File: config.mk
export PLATFORM = sky130hd
export DESIGN_NAME = binary_to_ascii_decimal_core
export DESIGN_NICKNAME = d
export VERILOG_FILES = /design/src/hdl/b2ad_pkg.sv /design/src/hdl/b2ad_datapath.sv /design/src/hdl/b2ad_ctrl.sv /design/src/hdl/binary_to_ascii_decimal_core.sv
export SDC_FILE = /design/constraint.sdc
export NUM_CORES = 1
export LEC_CHECK = 0
export ABC_AREA = 1
export BUFFER_PORTS_ARGS = -buffer_cell sky130_fd_sc_hd__buf_2
export CORE_MARGIN = 2
export CORE_UTILIZATION = 35
export CTS_BUF_LIST = sky130_fd_sc_hd__clkbuf_4 sky130_fd_sc_hd__clkbuf_8
export CTS_CLUSTER_SIZE = 25
export DETAILED_ROUTE_END_ITERATION = 6
export PLACE_DENSITY = 0.49
export SLEW_MARGIN = 10
export SYNTH_ARGS = -nofsm -noshare
export SYNTH_HDL_FRONTEND = slang
export SYNTH_HIERARCHICAL = 1
export SYNTH_SLANG_ARGS = --single-unit
File: constraint.sdc
create_clock -name clk -period 2.4 [get_ports clk]
set_input_delay 0.36 -clock clk [delete_from_list [all_inputs] [get_ports clk]]
set_output_delay 0.36 -clock clk [all_outputs]
set_load 0.01 [all_outputs]
File: src/hdl/b2ad_pkg.sv
package b2ad_pkg;

    localparam int VALUE_W     = 32;
    localparam int CHAR_W      = 6;
    localparam int MAX_DIGITS  = 10;
    // a 32-bit value never needs more than ten decimal digits
    localparam int WORD_DIGITS = 10;
    localparam int DIGITS_USED = (MAX_DIGITS < WORD_DIGITS) ? MAX_DIGITS : WORD_DIGITS;
    localparam int BCD_W       = 4 * WORD_DIGITS;
    localparam int IDX_W       = $clog2(WORD_DIGITS);
    localparam int CNT_W       = $clog2(VALUE_W);
    localparam int OUT_DATA_W  = 8 * ((CHAR_W + 7) / 8);

    localparam logic [CHAR_W-1:0] ASCII_ZERO = CHAR_W'(48);
    localparam logic [CNT_W-1:0]  LAST_SHIFT = CNT_W'(VALUE_W - 1);

    // controller to datapath
    typedef struct packed {
        logic load;        // capture input word, clear bcd
        logic shift;       // one double dabble step
        logic set_index;   // point at most significant kept digit
        logic step_index;  // move to next lower digit
    } cmd_t;

    // datapath to controller
    typedef struct packed {
        logic idx_zero;    // current digit is the final one
    } status_t;

endpackage

File: src/hdl/b2ad_datapath.sv
module b2ad_datapath (
    input  logic                             clk,
    input  logic [b2ad_pkg::VALUE_W-1:0]     value,
    input  b2ad_pkg::cmd_t                   cmd,
    output b2ad_pkg::status_t                status,
    output logic [b2ad_pkg::CHAR_W-1:0]      digit_char,
    output logic                             last_digit
);
    import b2ad_pkg::*;

    logic [VALUE_W-1:0] bin_reg, bin_next;
    logic [BCD_W-1:0]   bcd_reg, bcd_next;
    logic [IDX_W-1:0]   idx_reg, idx_next;
    logic [BCD_W-1:0]   bcd_adj;
    logic [IDX_W-1:0]   top_idx;
    logic [3:0]         cur_digit;

    // add 3 to every digit of five or more before the shift
    always_comb
    begin
        for (int i = 0; i < WORD_DIGITS; i++)
        begin
            if (bcd_reg[4*i +: 4] >= 4'd5)
                bcd_adj[4*i +: 4] = bcd_reg[4*i +: 4] + 4'd3;
            else
                bcd_adj[4*i +: 4] = bcd_reg[4*i +: 4];
        end
    end

    // highest nonzero digit among the kept slots, zero value gives slot 0;
    // when higher digits are dropped every kept slot goes out, leading zeros too
    always_comb
    begin
        top_idx = '0;
        for (int i = 0; i < DIGITS_USED; i++)
        begin
            if (bcd_reg[4*i +: 4] != 4'd0)
                top_idx = IDX_W'(i);
        end
        for (int i = DIGITS_USED; i < WORD_DIGITS; i++)
        begin
            if (bcd_reg[4*i +: 4] != 4'd0)
                top_idx = IDX_W'(DIGITS_USED - 1);
        end
    end

    always_comb
    begin
        bin_next = bin_reg;
        bcd_next = bcd_reg;
        idx_next = idx_reg;
        if (cmd.load)
        begin
            bin_next = value;
            bcd_next = '0;
        end
        else if (cmd.shift)
        begin
            bcd_next = {bcd_adj[BCD_W-2:0], bin_reg[VALUE_W-1]};
            bin_next = {bin_reg[VALUE_W-2:0], 1'b0};
        end
        if (cmd.set_index)
            idx_next = top_idx;
        else if (cmd.step_index)
            idx_next = idx_reg - IDX_W'(1);
    end

    always_ff @(posedge clk)
    begin
        bin_reg <= bin_next;
        bcd_reg <= bcd_next;
        idx_reg <= idx_next;
    end

    assign cur_digit       = bcd_reg[4*idx_reg +: 4];
    assign digit_char      = ASCII_ZERO + CHAR_W'(cur_digit);
    assign last_digit      = (idx_reg == '0);
    assign status.idx_zero = (idx_reg == '0);

endmodule

File: src/hdl/b2ad_ctrl.sv
module b2ad_ctrl (
    input  logic                clk,
    input  logic                rst_n,
    input  logic                s_tvalid,
    output logic                s_tready,
    output logic                m_tvalid,
    input  logic                m_tready,
    input  b2ad_pkg::status_t   status,
    output b2ad_pkg::cmd_t      cmd
);
    import b2ad_pkg::*;

    typedef enum logic [1:0] {
        IDLE,
        CONVERT,
        SCAN,
        EMIT
    } state_t;

    state_t           state_reg, state_next;
    logic [CNT_W-1:0] cnt_reg, cnt_next;
    logic             s_tready_reg, s_tready_next;
    logic             m_tvalid_reg, m_tvalid_next;
    logic             in_acc, out_acc;

    assign in_acc  = s_tvalid && s_tready_reg;
    assign out_acc = m_tvalid_reg && m_tready;

    always_comb
    begin
        state_next    = state_reg;
        cnt_next      = cnt_reg;
        s_tready_next = s_tready_reg;
        m_tvalid_next = m_tvalid_reg;
        cmd           = '0;
        case (state_reg)
            IDLE:
            begin
                if (in_acc)
                begin
                    cmd.load      = 1'b1;
                    cnt_next      = '0;
                    s_tready_next = 1'b0;
                    state_next    = CONVERT;
                end
            end
            CONVERT:
            begin
                cmd.shift = 1'b1;
                cnt_next  = cnt_reg + CNT_W'(1);
                if (cnt_reg == LAST_SHIFT)
                    state_next = SCAN;
            end
            SCAN:
            begin
                cmd.set_index = 1'b1;
                m_tvalid_next = 1'b1;
                state_next    = EMIT;
            end
            EMIT:
            begin
                if (out_acc)
                begin
                    cmd.step_index = 1'b1;
                    if (status.idx_zero)
                    begin
                        m_tvalid_next = 1'b0;
                        s_tready_next = 1'b1;
                        state_next    = IDLE;
                    end
                end
            end
            default:
            begin
                state_next    = IDLE;
                s_tready_next = 1'b1;
                m_tvalid_next = 1'b0;
            end
        endcase
    end

    always_ff @(posedge clk or negedge rst_n)
    begin
        if (!rst_n)
        begin
            state_reg    <= IDLE;
            cnt_reg      <= '0;
            s_tready_reg <= 1'b1;
            m_tvalid_reg <= 1'b0;
        end
        else
        begin
            state_reg    <= state_next;
            cnt_reg      <= cnt_next;
            s_tready_reg <= s_tready_next;
            m_tvalid_reg <= m_tvalid_next;
        end
    end

    assign s_tready = s_tready_reg;
    assign m_tvalid = m_tvalid_reg;

    // one item at a time: never ready for input while a digit is offered
    a_no_overlap: assert property (@(posedge clk) disable iff (!rst_n)
        !(s_tready_reg && m_tvalid_reg))
        else $error("input ready while output valid");

    // an accepted word starts a full conversion
    a_accept_starts: assert property (@(posedge clk) disable iff (!rst_n)
        in_acc |=> (state_reg == CONVERT) && (cnt_reg == '0) && !s_tready_reg)
        else $error("accept did not start conversion");

    // digits appear only after the scan of a finished conversion
    a_valid_after_scan: assert property (@(posedge clk) disable iff (!rst_n)
        $rose(m_tvalid_reg) |-> $past(state_reg) == SCAN)
        else $error("output valid without finished conversion");

    // final digit taken frees the input side
    a_last_frees: assert property (@(posedge clk) disable iff (!rst_n)
        (out_acc && status.idx_zero) |=> s_tready_reg && !m_tvalid_reg)
        else $error("block not idle after final digit");

endmodule

File: src/hdl/binary_to_ascii_decimal_core.sv
// channel   | direction | tdata                        | tuser | tlast
// ----------+-----------+------------------------------+-------+-----------------------
// s_axis    | in        | [31:0] value                 | none  | none
// m_axis    | out       | [5:0] digit_char, [7:6] zero | none  | last_digit
//
// one word in gives 1 to 10 digit words out, most significant first, no leading zeros
// a word passes through an accept step, 32 serial double dabble shifts and a scan step,
// then gives one digit per cycle while m_tready is high
// rst_n is asynchronous, active low, and returns the block to idle with s_tready high
// a low m_tready holds the current digit word; no new input is taken until the last digit goes
module binary_to_ascii_decimal_core (
    input  logic                                clk,
    input  logic                                rst_n,
    input  logic                                s_tvalid,
    output logic                                s_tready,
    input  logic [b2ad_pkg::VALUE_W-1:0]        s_tdata,   // [31:0] value
    output logic                                m_tvalid,
    input  logic                                m_tready,
    output logic [b2ad_pkg::OUT_DATA_W-1:0]     m_tdata,   // [5:0] digit_char, rest zero
    output logic                                m_tlast    // last_digit
);
    import b2ad_pkg::*;

    cmd_t              cmd;
    status_t           status;
    logic [CHAR_W-1:0] digit_char;

    // sequencer: accept, shift count, scan, digit emit
    b2ad_ctrl u_ctrl (
        .clk      (clk),
        .rst_n    (rst_n),
        .s_tvalid (s_tvalid),
        .s_tready (s_tready),
        .m_tvalid (m_tvalid),
        .m_tready (m_tready),
        .status   (status),
        .cmd      (cmd)
    );

    // binary shifter, bcd digit register and digit pointer
    b2ad_datapath u_dp (
        .clk        (clk),
        .value      (s_tdata),
        .cmd        (cmd),
        .status     (status),
        .digit_char (digit_char),
        .last_digit (m_tlast)
    );

    // pad the character code to a whole byte
    assign m_tdata = OUT_DATA_W'(digit_char);

endmodule

==> reports/qor.csv, run 1 <==
stage,metric,value,unit
synthesis,synth_edf_count,36,
clocking,clk_path_buf_depth,2,
critical_path,worst_setup_path_end_kind,output pin,
final_layout,multiInputGateArea,2370,µm²
global_routing,grtUsageTotal,0.163,
timing,max_freq,445,MHz
floorplanning,die_height,122,µm
clocking,cts_max_level,3,
timing,holdWs,256,ps
drt,drt_iter0_drc,271,
clocking,cts_buffers,9,
placement,place_ws,375,ps
floorplanning,rows,43,
final_layout,design_area,5460,µm²
clocking,clk_pin_slew,90,ps
clocking,cts_resized,0,
global_routing,antenna_found_initial,0,
synthesis,synth.avg_cell_area,7.82,µm²
synthesis,synth_cell_types,41,
placement,numPortBuffers,42,
placement,routabilityCongestion,0.843,
power,finalPower,2.53,mW
final_layout,area_growth,11.7,%
synthesis,yosysMostFrequentCell,nand2_1,
global_routing,grt_overflow,0,
drt,drt_wl_total,11500,µm
timing,fin_crit_sh,0.936,
clocking,post_cts_buffers,0,
drt,drt_pre_antenna_iters,4,
global_routing,grt_pass1_wl,18900,µm
timing,setup_ws,153,ps
placement,place_hpwl,8060,µm
timing,rsz0062_at_grt,false,
job,timing.max_cap.violations,0,
floorplanning,top_level_ports,47,
synthesis,syn_area,4890,µm²
timing,fin_setup_tns,0,ps
final_layout,regArea,2110,µm²
global_routing,grt_pass1_vias,3895,
placement,dp.cells,831,
timing,hold_viol_final,0,
critical_path,critPathKind,register to output pin,
synthesis,yosysTopAreaCell,edfxtp_1,
final_layout,nNetsFinal,727,
drt,drt.antenna.violating_nets,0,
timing,finalSetupViolations,0,
drt,via_per_inst,4.87,
final_layout,fill_cells,1449,
drt,wire_per_inst,13.5,µm
power,irDropWorstVdd,244,µV
worst_hold_path,hold_path.class,input port to register,
final_layout,largest_reg_flops,40,
synthesis,synth_area_leaders,"edfxtp_1 22%, dfxtp_1 16%, nand2_1 13%",
floorplanning,core-area,13800,µm²
critical_path,cp.required,2040,ps
synthesis,synth.top_cell.area_share,0.221,
final_layout,drive_above_1_share,0.157,
final_layout,final_util,0.396,
synthesis,synthTopCellsByCount,"170 x nand2_1, 57 x inv_1, 45 x a21oi_1, 45 x nand3_1, 40 x dfxtp_1",
floorplanning,dieWidth,122,µm
timing,fin_crit,2250,ps
final_layout,num_antenna_cells,0,
floorplanning,start_util,0.355,
power,leakage,2.32,nW
synthesis,ys_warn_count,6,
clocking,cts_root_buf,clkbuf_8,
drt,drc_errors,0,
run_status,status,completed,
power,power-per-cell-area,463,nW/µm²
critical_path,arrival,1890,ps
floorplanning,die_area,14900,µm²
synthesis,synth_cells,625,
final_layout,stdcell_count,848,
synthesis,synth_flop_cell,dfxtp_1,
clocking,clock-sinks,85,
synthesis,seq_area_frac_synth,0.431,
drt,vias,4131,
critical_path,worst_setup_path_start_kind,register,
clocking,cts_tree,yes,
placement,place_area,5260,µm²
timing,finClkSkew,7.62,ps
clocking,insertion_delay,370,ps
timing,drv_slew,0,
global_routing,grt_start_max_net_pins,42,
synthesis,async_flop_share,0.106,
critical_path,critPathMaxFanout,10,
synthesis,ys_ff_latch,85,
[metal layers]
layer  share of wire  track usage  wire length (µm)
met5               0            0                 0
met4           0.024       0.0747               280
met3           0.040       0.0281               454
met1            0.48        0.225              5530
met2            0.45        0.249              5210
[where the power goes]
part           leakage (nW)  total (mW)  internal, mW  switching (mW)
Sequential            0.661        1.49          1.49               0
Clock                0.0968       0.996         0.481           0.514
Combinational          1.56      0.0358        0.0211          0.0147
[final cells by class]
| cell class | instances | share of cell area |
|---|---|---|
| Clock buffer | 10 | 0.0241 |
| Clock inverter | 6 | 0.00986 |
| Sequential cell | 85 | 0.386 |
| Timing Repair Buffer | 52 | 0.0550 |
| Multi-Input combinational cell | 445 | 0.435 |
| Tap cell | 180 | 0.0413 |
| Inverter | 70 | 0.0486 |
[placed cells by master, fill, tap and decap left out, drive strengths merged, types with 4 or more instances in the layout]
| master | instances |
|---|---|
| o211ai | 4 |
| nor2 | 32 |
| or2 | 4 |
| a21oi | 50 |
| nand3 | 46 |
| clkinv | 4 |
| inv | 70 |
| edfxtp | 36 |
| ha | 28 |
| xor2 | 7 |
| buf | 51 |
| dfxtp | 40 |
| conb | 4 |
| o22ai | 11 |
| nand2 | 176 |
| o21ai | 71 |
| clkbuf | 10 |
| dfrtp | 8 |
[worst max-delay path, cell delays in order, from the launching register on]
cell and delay, ps:
edfxtp_1 630, inv_2 180, a21oi_1 190, o21ai_1 90, nand3_1 90, nand3_1 100
o21ai_1 90, buf_2 150
[final timing paths]
kind,startpoint,to,slack [ps],depth (start not counted)
max,u_dp/idx_reg[1]$_DFFE_PP_,m_tdata[3],150,7
min,s_tdata[7],u_dp/bin_reg[7]$_DFFE_PP_,260,3
max reg2reg,u_ctrl/state_reg[1]$_DFFE_PN0P_,u_dp/bin_reg[28]$_DFFE_PP_,400,7
min reg2reg,u_dp/bin_reg[31]$_DFFE_PP_,u_dp/bcd_reg[0]$_SDFFE_PP0P_,480,2
max in group asynchronous,rst_n,u_ctrl/s_tready$_DFFE_PN1P_,1780,2
min in group asynchronous,rst_n,u_ctrl/cnt_reg[3]$_DFFE_PN0P_,370,2
[logic make-up after synthesis]
kind of cell | Yosys count | synth area share
buffers and inverters | 97 | 0.0843
AND/OR/NAND/NOR | 263 | 0.230
flip-flops | 85 | 0.431
AO/OA/AOI/OAI | 142 | 0.167
XOR/XNOR | 8 | 0.0143
other | 2 | 0.00154
adder cells (fa/ha/maj) | 28 | 0.0717
[repair_timing]
action | CTS | global route
setup endpoints to repair | 0 | 0
hold buffers | 1 | 0
hold endpoints to repair | 8 | 0
No activity file was read; power rests on OpenSTA's default activity.
==> inputs of run 2 (changes only) <==
--- a/config.mk
+++ b/config.mk
@@ -8,11 +8,11 @@
 export ABC_AREA = 1
 export BUFFER_PORTS_ARGS = -buffer_cell sky130_fd_sc_hd__buf_2
 export CORE_MARGIN = 2
-export CORE_UTILIZATION = 35
+export CORE_UTILIZATION = 62
 export CTS_BUF_LIST = sky130_fd_sc_hd__clkbuf_4 sky130_fd_sc_hd__clkbuf_8
 export CTS_CLUSTER_SIZE = 25
 export DETAILED_ROUTE_END_ITERATION = 6
-export PLACE_DENSITY = 0.49
+export PLACE_DENSITY = 0.8
 export SLEW_MARGIN = 10
 export SYNTH_ARGS = -nofsm -noshare
 export SYNTH_HDL_FRONTEND = slang
==> run 2 against run 1 <==
Power increased by 1.9%. Die area decreased by 42%. Wire length fell by 5.5%. Sequential power about the same. Critical endpoint unchanged. Largest power group unchanged.
==> reports/qor.csv, run 2 (synthesis results as in run 1) <==
stage,metric,value,unit,change
drt,via_per_inst,5.58,,+15%
power,power-per-cell-area,478,nW/µm²,+3.3%
clocking,insertion_delay,360,ps,about the same
drt,drt_pre_antenna_iters,5,,+1
final_layout,regArea,2110,µm²,unchanged
drt,drt_iter0_drc,311,,+15%
floorplanning,rows,32,,-26%
job,timing.max_cap.violations,0,,unchanged
drt,drt_wl_total,10800,µm,-5.5%
critical_path,arrival,1770,ps,-120 ps
placement,routabilityCongestion,0.873,,+3.7%
placement,place_area,5170,µm²,-1.8%
power,finalPower,2.57,mW,+1.9%
floorplanning,top_level_ports,47,,unchanged
global_routing,grt_start_max_net_pins,40,,-4.8%
final_layout,design_area,5380,µm²,-1.4%
final_layout,multiInputGateArea,2370,µm²,unchanged
placement,numPortBuffers,42,,unchanged
global_routing,antenna_found_initial,0,,unchanged
floorplanning,core-area,7690,µm²,-44%
drt,vias,4294,,+3.9%
timing,fin_crit_sh,0.886,,-0.0507
timing,finalSetupViolations,0,,unchanged
floorplanning,start_util,0.636,,+0.281
drt,drc_errors,0,,unchanged
clocking,cts_resized,0,,unchanged
clocking,clk_pin_slew,90,ps,about the same
final_layout,nNetsFinal,726,,-0.14%
worst_hold_path,hold_depth,3,,unchanged
clocking,cts_max_level,3,,unchanged
timing,fin_crit,2130,ps,-122 ps
floorplanning,die_height,92.8,µm,-24%
final_layout,largest_reg_flops,40,,unchanged
floorplanning,dieWidth,92.8,µm,-24%
critical_path,critPathKind,register to output pin,,
timing,finClkSkew,13.2,ps,+5.54 ps
floorplanning,die_area,8610,µm²,-42%
critical_path,worst_setup_path_end_kind,output pin,,
critical_path,worst_setup_path_start_kind,register,,
final_layout,layout_commonest_cell,nand2_1,,
placement,place_hpwl,7590,µm,-5.8%
clocking,cts.hold.buffers_added,1,,unchanged
critical_path,worst_r2r_path_depth,10,,+3
timing,hold_viol_final,0,,unchanged
final_layout,area_growth,10.2,%,
run_status,status,completed,,
drt,drt.antenna.violating_nets,0,,unchanged
final_layout,final_cell_mix,"170 x nand2_1, 57 x inv_1, 45 x nand3_1, 45 x a21oi_1, 42 x buf_2",,
timing,drv_slew,0,,unchanged
timing,fin_setup_tns,0,ps,unchanged
power,irDropWorstVdd,336,µV,+38%
timing,rsz0062_at_grt,false,,
global_routing,grt_pass1_vias,4049,,+4.0%
clocking,clock-sinks,85,,unchanged
final_layout,num_antenna_cells,0,,unchanged
global_routing,grtUsageTotal,0.263,,+0.0994
drt,wire_per_inst,14.1,µm,+4.2%
final_layout,fill_cells,640,,-56%
power,leakage,2.32,nW,-0.17%
clocking,cts_buffers,9,,unchanged
clocking,cts_root_buf,clkbuf_8,,
clocking,clk_path_buf_depth,2,,unchanged
worst_hold_path,hold_path.class,input port to register,,
final_layout,drive_above_1_share,0.157,,+0.000236
clocking,cts_tree,yes,,
critical_path,critPathMaxFanout,24,,+14
clocking,post_cts_buffers,0,,unchanged
timing,max_freq,471,MHz,+5.7%
critical_path,cp.required,2040,ps,about the same
global_routing,grt_overflow,0,,unchanged
global_routing,grt_pass1_wl,17900,µm,-5.5%
## run 2: changes by cell type in the layout (fill, tap and decap cells not counted)
cell / before / now
clkinv_2: 3 / 0
buf_4: 8 / 6
clkinvlp_4: 0 / 2
inv_6: 0 / 2
buf_12: 1 / 2
clkinv_1: 1 / 0
clkinv_4: 0 / 1
clkinvlp_2: 1 / 0
## run 2: worst paths after layout
kind	end	startpoint	slack [ps]
worst min-delay path	u_dp/bin_reg[23]$_DFFE_PP_	s_tdata[23]	260
worst max-delay path	m_tdata[3]	u_dp/idx_reg[0]$_DFFE_PP_	270
worst min register to register	u_dp/bcd_reg[0]$_SDFFE_PP0P_	u_dp/bin_reg[31]$_DFFE_PP_	470
max in group asynchronous	u_ctrl/s_tready$_DFFE_PN1P_	rst_n	1770
worst max register to register	u_dp/bcd_reg[12]$_SDFFE_PP0P_	u_ctrl/state_reg[0]$_DFFE_PN0P_	430
min in group asynchronous	u_ctrl/state_reg[1]$_DFFE_PN0P_	rst_n	390
## run 2: power by group
part	leakage, nW	internal, mW	switching (mW)	total, mW
combinational	1.56	0.0211	0.0146	0.0357
clock	0.0969	0.502	0.543	1.04
sequential	0.661	1.49	0	1.49
## run 2: metal layers
layer	track usage	up-vias	routed length (µm)
li1	-	2135	-
met1	0.326	2022	4780
met2	0.451	115	5420
met3	0.0374	22	418
met4	0.121	0	233
met5	0	-	0
## run 2: area by class of cell
class / count / share of cell area
Clock buffer: 10 / 0.0244
Clock inverter: 6 / 0.0132
Inverter: 70 / 0.0493
Multi-Input combinational cell: 445 / 0.441
Sequential cell: 85 / 0.392
Tap cell: 102 / 0.0237
Timing Repair Buffer: 51 / 0.0567
## run 2: per-stage QoR
step,std cells,setup slack (ps),hold WS [ps],util
global route,769,166,262,0.700
detailed placement,752,461,221,0.673
CTS,769,276,249,0.700
global placement,752,535,220,0.673
finish,769,275,261,0.700
floorplan,627,311,64.4,-
## run 2: worst max-delay path, stage by stage (launching register included)
cell      delay, ps
edfxtp_1        400
buf_4           230
o21ai_0         300
nand3_1         160
nand3_1         110
o21ai_1          70
buf_2           140
==> inputs of run 3 (changes only) <==
--- a/config.mk
+++ b/config.mk
@@ -8,13 +8,11 @@
 export ABC_AREA = 1
 export BUFFER_PORTS_ARGS = -buffer_cell sky130_fd_sc_hd__buf_2
 export CORE_MARGIN = 2
-export CORE_UTILIZATION = 62
-export CTS_BUF_LIST = sky130_fd_sc_hd__clkbuf_4 sky130_fd_sc_hd__clkbuf_8
+export CORE_UTILIZATION = 59
 export CTS_CLUSTER_SIZE = 25
 export DETAILED_ROUTE_END_ITERATION = 6
-export PLACE_DENSITY = 0.8
+export PLACE_DENSITY = 0.77
 export SLEW_MARGIN = 10
 export SYNTH_ARGS = -nofsm -noshare
 export SYNTH_HDL_FRONTEND = slang
-export SYNTH_HIERARCHICAL = 1
 export SYNTH_SLANG_ARGS = --single-unit
==> run 3 against run 2 <==
Non-clock buffer count rose by 3. Utilization decreased by 2.3 points. Worst hold slack better by 4.0 ps. Sequential power increased by 77%. Critical path type unchanged. Largest power group is now combinational logic.
==> reports/qor.csv, run 3 <==
stage,metric,value,unit,change
synthesis,seq_area_frac_synth,0.446,,+0.0146
synthesis,syn_area,4730,µm²,-3.3%
timing,fin_setup_tns,0,ps,unchanged
critical_path,cpLargestDelayFamily,flip-flops,,
critical_path,cp.required,2040,ps,about the same
floorplanning,dieWidth,93.5,µm,+0.78%
clocking,insertion_delay,360,ps,about the same
clocking,cts_tree,yes,,
power,clkPwrFrac,0.156,,-0.250
power,power-per-cell-area,1270,nW/µm²,+170%
timing,rsz0062_at_grt,false,,
run_status,status,completed,,
synthesis,ys_warn_count,0,,-6
power,pwr-share-comb,0.449,,+0.435
critical_path,critPathBufInv,2,,unchanged
synthesis,synth_cell_types,35,,-15%
final_layout,area_growth,10.8,%,
power,p_seq_frac,0.395,,-0.185
synthesis,synthTopCellsByCount,"161 x nand2_1, 60 x inv_1, 58 x o21ai_0, 45 x a21oi_1, 40 x dfxtp_1",,
critical_path,slowest_stage,edfxtp_1,,
clocking,clock-sinks,85,,unchanged
power,intPower,3.74,mW,+85%
power,leakage,2.26,nW,-2.6%
final_layout,drive_above_1_share,0.129,,-0.0284
timing,drv_slew,0,,unchanged
timing,finalSetupViolations,0,,unchanged
global_routing,grt_start_max_net_pins,32,,-20%
clocking,cts.hold.buffers_added,1,,unchanged
synthesis,synth_cells,605,,-3.2%
synthesis,synth_flop_cell,dfxtp_1,,
synthesis,yosysMostFrequentCell,nand2_1,,
drt,drt_wl_total,10900,µm,+0.90%
worst_hold_path,hold_path.class,input port to register,,
final_layout,final_cell_mix,"160 x nand2_1, 60 x inv_1, 58 x o21ai_0",,
floorplanning,core-area,7730,µm²,+0.52%
final_layout,design_area,5240,µm²,-2.7%
floorplanning,die_height,93.5,µm,+0.78%
global_routing,antenna_found_initial,0,,unchanged
job,timing.max_cap.violations,0,,unchanged
drt,wire_per_inst,14.5,µm,+3.0%
floorplanning,start_util,0.612,,-0.0240
critical_path,critPathMaxFanout,16,,-33%
drt,drt_iter0_drc,248,,-20%
clocking,cts_resized,0,,unchanged
synthesis,synth_area_leaders,"edfxtp_1 23%, dfxtp_1 17%, nand2_1 13%",,
placement,routabilityCongestion,0.873,,-0.10%
clocking,clk_path_buf_depth,2,,unchanged
critical_path,worst_setup_path_end_kind,output pin,,
critical_path,arrival,1840,ps,+70 ps
drt,drc_errors,0,,unchanged
synthesis,synth.avg_cell_area,7.81,µm²,about the same
global_routing,grt_pass1_wl,18000,µm,+0.96%
timing,max_freq,454,MHz,-3.4%
placement,numPortBuffers,42,,unchanged
critical_path,slowest_delay,530,ps,+130 ps
timing,finClkSkew,12.1,ps,-1.07 ps
final_layout,nNetsFinal,709,,-2.3%
synthesis,yosysTopAreaCell,edfxtp_1,,
placement,place_hpwl,7750,µm,+2.2%
power,p_sw_frac,0.438,,+0.222
critical_path,worst_setup_path_start_kind,register,,
synthesis,async_flop_share,0.106,,unchanged
drt,vias,4190,,-2.4%
critical_path,critPathKind,register to output pin,,
drt,drt_pre_antenna_iters,5,,unchanged
power,irDropWorstVdd,773,µV,+130%
floorplanning,die_area,8740,µm²,+1.6%
placement,place_area,5030,µm²,-2.8%
clocking,cts_root_buf,clkbuf_8,,
clocking,post_cts_buffers,0,,unchanged
drt,drt.antenna.violating_nets,0,,unchanged
final_layout,layout_commonest_cell,nand2_1,,
synthesis,synth.top_cell.area_share,0.229,,+0.00750
global_routing,grt_pass1_vias,3920,,-3.2%
timing,fin_crit_sh,0.917,,+0.0314
timing,fin_crit,2200,ps,+75.4 ps
clocking,clk_pin_slew,100,ps,about the same
clocking,cts_max_level,3,,unchanged
clocking,cts_buffers,9,,unchanged
synthesis,ys_ff_latch,85,,unchanged
power,p_switching,2.92,mW,+420%
floorplanning,rows,32,,unchanged
drt,via_per_inst,5.56,,-0.35%
timing,hold_viol_final,0,,unchanged
floorplanning,top_level_ports,47,,unchanged
global_routing,grtUsageTotal,0.261,,-0.00167
synthesis,synth_edf_count,36,,unchanged
power,finalPower,6.66,mW,+160%
critical_path,cp_cell_sequence,"buf_4, a21oi_1, o21ai_0, nand3_1, nand3_1, o21ai_0, buf_2",,
final_layout,largest_reg_flops,40,,unchanged
global_routing,grt_overflow,0,,unchanged
final_layout,num_antenna_cells,0,,unchanged
## run 3: worst paths after layout
| kind | startpoint | endpoint | slack [ps] | cells after the start |
|---|---|---|---|---|
| max in group asynchronous | rst_n | u_ctrl.s_tready$_DFFE_PN1P_ | 1750 | 2 |
| hold reg to reg | u_dp.bin_reg[31]$_DFFE_PP_ | u_dp.bcd_reg[0]$_SDFFE_PP0P_ | 480 | 2 |
| setup reg to reg | u_ctrl.state_reg[1]$_DFFE_PN0P_ | u_dp.bin_reg[23]$_DFFE_PP_ | 490 | 8 |
| hold / removal | s_tdata[16] | u_dp.bin_reg[16]$_DFFE_PP_ | 260 | 3 |
| setup / recovery | u_dp.idx_reg[0]$_DFFE_PP_ | m_tdata[2] | 200 | 7 |
| min in group asynchronous | rst_n | u_ctrl.m_tvalid$_DFFE_PN0P_ | 400 | 2 |
## run 3: logic make-up after synthesis
kind of cell / Yosys count / synth area share
DFF: 85 / 0.446
buffers and inverters: 93 / 0.0831
xor gates and xnor gates: 4 / 0.00741
AOI/OAI and AO/OA: 159 / 0.185
other: 2 / 0.00159
adders and majority gates: 27 / 0.0715
and+or+nand+nor: 235 / 0.205
## run 3: routing by layer
layer / up-vias / wire, µm / global-route usage
li1: 2112 / - / -
met3: 17 / 606 / 0.0419
met1: 1933 / 4970 / 0.345
met4: 0 / 189 / 0.0870
met5: - / 0 / 0
met2: 128 / 5180 / 0.437
## run 3: tightest hold or removal path, cell delays in order
cell     delay, ps
buf_2           80
nand2_1         40
nand2_1         40
## run 3: power by group through the flow
| stage | logic [mW] | clock network (mW) | registers, mW |
|---|---|---|---|
| 3_5_place_dp | 2.94 | 0 | 2.64 |
| 3_3_place_gp | 2.84 | 0 | 2.61 |
| 6_report | 2.99 | 1.04 | 2.63 |
| 5_1_grt | 3.41 | 1.11 | 2.69 |
| 2_1_floorplan | 2.26 | 0 | 2.47 |
| 4_1_cts | 2.97 | 1.05 | 2.62 |
## run 3: through the flow
stage	hold slack, ps	util	std cells	setup WS, ps
final	265	0.678	753	199
after global routing	255	0.678	753	1.29
after CTS	254	0.678	753	211
after detailed placement	225	0.651	736	505
after global placement	220	0.651	736	635
after floorplan	64.4	-	607	535
## run 3: layout make-up
type	instances	area, µm²
clock buffer	10	128
clock inverter	6	71.3
fill	660	2490
inverter	67	251
multi-input combinational	429	2230
sequential	85	2110
tap	102	128
timing repair buffer	54	315
